File: src/design/pvo_pkg.sv
`timescale 1ns / 1ps
package pvo_pkg;

  localparam int unsigned COORD_W   = 32;
  localparam int unsigned OFFS_W    = 27;
  localparam int unsigned IDX_W     = 16;
  localparam int unsigned FRAC_BITS = 16;
  localparam logic [IDX_W-1:0] MAX_VERTICES = 16'd65535;

  localparam int unsigned NUM_W  = 64;
  localparam int unsigned DEN_W  = 35;
  localparam int unsigned REM_W  = 36;
  localparam int unsigned CNT_W  = 6;
  localparam int unsigned VEC_W  = 34;
  localparam int unsigned MAG_W  = 33;
  localparam int unsigned LEN_W  = 32;
  localparam int unsigned UV_W   = 18;
  localparam int unsigned COS_W  = 36;
  localparam int unsigned PROD_W = 64;
  localparam int unsigned DISP_W = 41;
  localparam int unsigned SUM_W  = 43;
  localparam int unsigned NORM_TOP = 30;

  localparam longint unsigned COS_THR_L = (64'd1 << (2 * FRAC_BITS)) / 64'd1000000;
  localparam logic signed [COS_W-1:0] COS_THR = COS_W'(COS_THR_L);
  localparam logic [DISP_W-1:0] DISP_CAP = {1'b1, {(DISP_W-1){1'b0}}};

  typedef enum logic [1:0] {
    STAT_OK    = 2'd0,
    STAT_SHORT = 2'd1,
    STAT_OVFL  = 2'd2
  } status_e;

  typedef enum logic {
    OP_SQRT,
    OP_DIV
  } op_e;

  typedef enum logic [1:0] {
    CRN_PREV,
    CRN_CUR,
    CRN_WRAP
  } corner_e;

  typedef enum logic [1:0] {
    UV_IN,
    UV_OUT,
    UV_NRM
  } uv_e;

  typedef enum logic [4:0] {
    S_IDLE,
    S_LOAD,
    S_MAG,
    S_NORM,
    S_SQX,
    S_SQY,
    S_SQRT_GO,
    S_SQRT_WT,
    S_DIVX_GO,
    S_DIVX_WT,
    S_DIVY_GO,
    S_DIVY_WT,
    S_UV_ST,
    S_COS_A,
    S_COS_B,
    S_COS_C,
    S_DMUL,
    S_DSEL,
    S_DWT,
    S_DADD,
    S_EMIT,
    S_ERR
  } state_e;

  typedef struct packed {
    logic              start;
    op_e               op;
    logic [NUM_W-1:0]  num;
    logic [DEN_W-1:0]  den;
  } iter_req_t;

  typedef struct packed {
    logic              done;
    logic [NUM_W-1:0]  quot;
    logic [REM_W-1:0]  rem;
  } iter_rsp_t;

  typedef struct packed {
    logic signed [COORD_W-1:0] x;
    logic signed [COORD_W-1:0] y;
    logic signed [COORD_W-1:0] z;
  } vtx_t;

endpackage

File: src/design/pvo_iter.sv
`timescale 1ns / 1ps
module pvo_iter import pvo_pkg::*; (
  input  logic      clk_i,
  input  logic      rst_ni,
  input  iter_req_t req_i,
  output iter_rsp_t rsp_o
);

  localparam logic [CNT_W-1:0] SQRT_LAST = CNT_W'(NUM_W / 2 - 1);
  localparam logic [CNT_W-1:0] DIV_LAST  = CNT_W'(NUM_W - 1);

  logic             busy_q;
  logic             done_q;
  logic [CNT_W-1:0] cnt_q;
  op_e              op_q;
  logic [NUM_W-1:0] num_q;
  logic [DEN_W-1:0] den_q;
  logic [REM_W-1:0] rem_q;
  logic [NUM_W-1:0] quot_q;

  logic [REM_W-1:0] rem_sh;
  logic [REM_W-1:0] trial;
  logic [NUM_W-1:0] num_nx;
  logic             take;

  always_comb begin
    unique case (op_q)
      OP_SQRT: begin
        rem_sh = {rem_q[REM_W-3:0], num_q[NUM_W-1:NUM_W-2]};
        trial  = {quot_q[REM_W-3:0], 2'b01};
        num_nx = {num_q[NUM_W-3:0], 2'b00};
      end
      default: begin
        rem_sh = {rem_q[REM_W-2:0], num_q[NUM_W-1]};
        trial  = {1'b0, den_q};
        num_nx = {num_q[NUM_W-2:0], 1'b0};
      end
    endcase
    take = rem_sh >= trial;
  end

  always_ff @(posedge clk_i or negedge rst_ni) begin
    if (!rst_ni) begin
      busy_q <= 1'b0;
      done_q <= 1'b0;
      cnt_q  <= '0;
    end else begin
      done_q <= 1'b0;
      if (req_i.start) begin
        busy_q <= 1'b1;
        cnt_q  <= (req_i.op == OP_SQRT) ? SQRT_LAST : DIV_LAST;
      end else if (busy_q) begin
        cnt_q <= cnt_q - 1'b1;
        if (cnt_q == '0) begin
          busy_q <= 1'b0;
          done_q <= 1'b1;
        end
      end
    end
  end

  always_ff @(posedge clk_i) begin
    if (req_i.start) begin
      op_q   <= req_i.op;
      num_q  <= req_i.num;
      den_q  <= req_i.den;
      rem_q  <= '0;
      quot_q <= '0;
    end else if (busy_q) begin
      num_q  <= num_nx;
      rem_q  <= take ? rem_sh - trial : rem_sh;
      quot_q <= {quot_q[NUM_W-2:0], take};
    end
  end

  assign rsp_o.done = done_q;
  assign rsp_o.quot = quot_q;
  assign rsp_o.rem  = rem_q;

endmodule

File: config.mk
export PLATFORM = sky130hd
export DESIGN_NAME = pvo_iter
export DESIGN_NICKNAME = d
export VERILOG_FILES = /design/src/design/pvo_pkg.sv /design/src/design/pvo_iter.sv
export SDC_FILE = /design/constraint.sdc
export NUM_CORES = 1
export LEC_CHECK = 0
export BUFFER_PORTS_ARGS = -buffer_cell sky130_fd_sc_hd__buf_2
export CORE_ASPECT_RATIO = 0.5
export CORE_MARGIN = 3
export CORE_UTILIZATION = 30
export DETAILED_ROUTE_END_ITERATION = 6
export GPL_ROUTABILITY_DRIVEN = 0
export PLACE_DENSITY = 0.47
export SLEW_MARGIN = 20
export SYNTH_ARGS = -nofsm -noshare
export SYNTH_HDL_FRONTEND = slang
export SYNTH_SLANG_ARGS = --single-unit
File: constraint.sdc
create_clock -name clk_i -period 5.5 [get_ports clk_i]
set_clock_uncertainty 0.2 [all_clocks]
set_input_delay 0.825 -clock clk_i [delete_from_list [all_inputs] [get_ports clk_i]]
set_output_delay 0.825 -clock clk_i [all_outputs]
set_load 0.1 [all_outputs]
Yosys cells after proc, flatten, opt, wreduce, memory -nomap -nowiden
Cells that the tools add are included.

Bits in registers: 208. Bits in latches: 0. Memory bits (writable): 0. Bits in read-only memories: 0. Bits of input ports: 103. Output and inout port bits: 101. Memories: 0.

Add/subtract/negate cells: 2. $mul: 0. Div/mod/pow operators: 0. $lt $le $gt $ge: 1. Eq/ne operators: 0. Shift-type cells: 0. Muxes and demuxes: 15. Bitwise operators: 0. Reductions and logical operators: 2.

Operators by type and width (count): $mux W64 (3); $mux W36 (3); $ge A36 B36 Y1 (1); $sub A36 B36 Y36 (1); $mux W6 (3); $logic_not A6 Y1 (1); $mux W1 (6); $sub A6 B1 Y6 const B (1); $reduce_bool A2 Y1 (1).

Longest topological paths before layout
Word-level depth: 4. Mapped depth: 17. Depth with buffers taken out: 12.

Least setup slack after synthesis
No wires, ideal clock.

Path kind: flip-flop to flip-flop. From: register op_q. To: register rem_q[24]. Library setup time: 86 ps. Arrival: 4519 ps. Setup slack: 696 ps. Stages on the path, launching flop included: 17. Buffers on the path: 6. Clock period less this slack: 4804 ps. Cells stage by stage: edfxtp_1 -> clkbuf_1 -> buf_1 -> clkbuf_1 -> buf_1 -> nand2_1 -> fa_1 -> a21o_1 -> a221oi_1 -> nor2_1 -> o311a_1 -> nand4b_2 -> and2_1 -> buf_4 -> buf_6 -> mux2i_1 -> a211oi_1.

Longest elaborated chain between the ends: 3. Elaborated cells between the ends (all ways): 5.

Ends and longest elaborated chain: start, declared (RTL line pvo_iter.sv:15) `op_e op_q;`; start signal, assigned (RTL line pvo_iter.sv:64) `op_q <= req_i.op;`; $mux W36 (RTL line pvo_iter.sv:27) `unique case (op_q)`; $sub A36 B36 Y36 / $ge A36 B36 Y1 (equally long branches) (RTL line pvo_iter.sv:71, pvo_iter.sv:39); $mux W36 * (RTL line pvo_iter.sv:71) `rem_q <= take ? rem_sh - trial : rem_sh;`; end signal, assigned (RTL line pvo_iter.sv:71); end, declared (RTL line pvo_iter.sv:18) `logic [REM_W-1:0] rem_q;`.

Mark *: on every way between the ends. The rest lies on a longest branch, timed or not. A chain may end at the register's enable or synchronous reset.

Worst setup path in the final report
From: register op_q. To: register rem_q[35].

The elaborated chain is that of the path after synthesis.

==> results.md <==
* Run status: completed
* R2r startpoint: op_q
* Area growth, synth to finish at 19.34%
* Hold buffers post-CTS at 1
* CP peak stage delay at 700 ps
* Vias at 8,946
* Total CTS buffers at 23
* Die X at ~280 µm
* Seq cells post-synth at 208
* CTS Buffer Depth at 3
* First-pass GRT wire length at 48,600 µm
* Actual slew at the worst max-slew pin at roughly 1100 ps
* Simple-gate share of the synthesized area at between 10% and 20%
* Antenna violations before repair at 0
* Number of port buffers at 203
* Netlist cell types at 60
* Core area at 36,360 µm²
* Sequential fraction of the synthesis area at a little under half
* Crit-path cells: buf_4, mux2_2, ha_1, a21o_1, a31oi_1, a21oi_1, o311ai_1, a211oi_1, or4_1, nand4_1, a31oi_1
* DRT Pass-1 Iters at 5
* Syn_nets at 1,251
* Fin Setup TNS at 0 ps
* Pwr Density at a little over 500 nW/µm²
* Grt total ovfl at 0
* Top_reg_cell synth: edfxtp_1
* CTS tree: built
* Vias/cell at 5.037
* Post-Synth XOR/XNOR Area at 2.271%
* Worst vdd ir at about 0.26 mV
* RSZ-0062 raised after global routing: false
* Hold depth at 1
* Ports at ~200
* Crit Path Max Fanout at 25
* Reg2Reg Capture Point: rem_q[35]
* Overall routed net length at between 30,000 and 40,000 µm
* Avg WL per Cell at about 17 µm
* DP Worst Slack at about 1100 ps
* Crit Path Category: reg -> reg
* Mux cell area share after synthesis at about 18%
* Area contributors post-synth: edfxtp_1, dfxtp_1, mux2i_1, nand2_1, ha_1
* Post-CTS setup repair buffer count at 0
* Main combinational cell family by area after synthesis: multiplexers
* CP arrival at 4640 ps
* F_max at ~220 MHz
* Post-DP HPWL at around 22,000 µm
* Worst path slowest cell: o311ai_1
* CP dominant cell by count: a31oi_1
* Yosys top cell area share at a little over a quarter
* Synthesized area per cell at a little over 10 µm²
* Hold path start: req_i[7]
* Largest net degree at the start of global routing at 100
* Final setup violation count at 0
* Die area at 39,770 µm²
* Antenna Nets Post-Route at 0
* Starting Density at 30.76%
* Root Buffer: clkbuf_16
* Worst-Skew Late Latency at 530 ps
* Maxcap violations at 0
* Cell taking the most area after synthesis: edfxtp_1
* Crit. End Element: flip-flop
* Worst path required time at 5670 ps
* Fin crit period at 4469 ps
* Share of cells above drive strength 1 at 22.14%
* Most common cell after layout, fill and taps aside: buf_2
* Vias in the first global route at 8,769
* Slew HR at between 20% and 30%
* Resize count post-CTS at 0
* Most frequent cells in the layout: buf_2, mux2i_1, nand2_1, nor2_1
* Worst reg2reg path depth at 11
* Complex-gate fraction of the synthesized area at about an eighth
* Slew Viols, Final at 0
* Site Rows at 49
* H-tree levels at 1
* Synth Cell Area at 11,180 µm²
* Reg clk slew, reported paths at 60 ps
* Setup ws final at 1031 ps
* Hold Crit Class: in -> reg
* Period utilization at slightly above 80%
* Number of flops mapped to enable cells by yosys at 100
* Drt drc at 0
* R2R setup slack at a little over 1000 ps
* CP startpoint kind: flip-flop
* Total GRT Usage at 14.92%
* Count of final hold-check violations at 0
* Inserted Diodes at 0
* DRT iter0 DRCs at 587
* Async set or reset register ratio after synthesis at 3.846%
* Yosys warnings at 0
* Clock sink count at between 200 and 250
* Adder-cell share of the synthesized area at under 10%
* Die Height at ~140 µm
* Total Power at 6.839 mW
* Min-Delay Endpoint: den_q[7]
* Hold_ws at around 270 ps
* LEAKAGE at ~6.3 nW
* Syn Inst Count at 1,109
* Final-stage net count at 1,418
power breakdown:
part           total [mW]  switching (mW)  internal [mW]  leakage (nW)
combinational        3.29            2.23           1.06          4.01
sequential           2.00           0.171           1.83          1.95
clock                1.55           0.643          0.904         0.358
cell type report:
class	instances	area (µm²)
repair buffers	214	1122
multi-input cells	820	5643
clock inverters	9	95.09
flip-flops and latches	208	5209
fillers	3709	23010
clock buffers	32	639.4
inverters	9	33.78
well taps	484	605.6
synthesized netlist by cell type (11+ instances only):
cell	instances
a311oi_1	19
a21oi_1	30
a211oi_1	11
edfxtp_1	100
o21ai_0	94
dfxtp_1	100
nand2_1	135
clkbuf_1	52
xnor2_1	15
buf_1	11
xor2_1	14
mux2i_1	164
nor2_1	117
mux2_2	35
a21o_1	21
ha_1	38
a31oi_1	15
worst max path at each step:
stage               start   endpoint
global route         op_q  rem_q[35]
detailed placement   op_q  rem_q[22]
CTS                  op_q  rem_q[35]
global placement     op_q  rem_q[35]
finish               op_q  rem_q[35]
floorplan            op_q  rem_q[24]
metrics by stage:
stage,std cells,instance area (µm²),utilization [%]
4_1_cts,1776,13350,36.71
3_3_place_gp,1734,12600,34.67
2_1_floorplan,1109,11180,-
3_5_place_dp,1734,12600,34.67
6_report,1776,13350,36.71
5_1_grt,1776,13350,36.71
cells by family after synthesis:
| group | Yosys count |
|---|---|
| xor gates and xnor gates | 29 |
| and+or+nand+nor | 326 |
| DFF | 208 |
| adders and majority gates | 39 |
| buffers and inverters | 81 |
| AOI/OAI and AO/OA | 227 |
| muxes | 199 |
flip-flops by register name (all words and copies together), names as in the netlist:
| name | count |
|---|---|
| den_q | 35 |
| cnt_q | 6 |
| busy_q | 1 |
| quot_q | 64 |
| done_q | 1 |
| op_q | 1 |
| num_q | 64 |
| rem_q | 36 |
critical path, delay by kind of cell (launching register included):
kind | cells | cell delay (ps)
AOI/OAI and AO/OA | 6 | 1810
adders and majority gates | 1 | 380
buffers and inverters | 1 | 380
DFF | 1 | 460
muxes | 1 | 400
and+or+nand+nor | 2 | 670
routing by layer:
layer  share of wire (%)  GRT usage [%]  vias up
met1                  45          19.56     4345
li1                    -              -     4396
met3                 4.0          2.754       46
met4                 2.5          3.972        0
met5                   0              0        -
met2                  48          25.47      159
No activity file was read; power rests on OpenSTA's default activity.
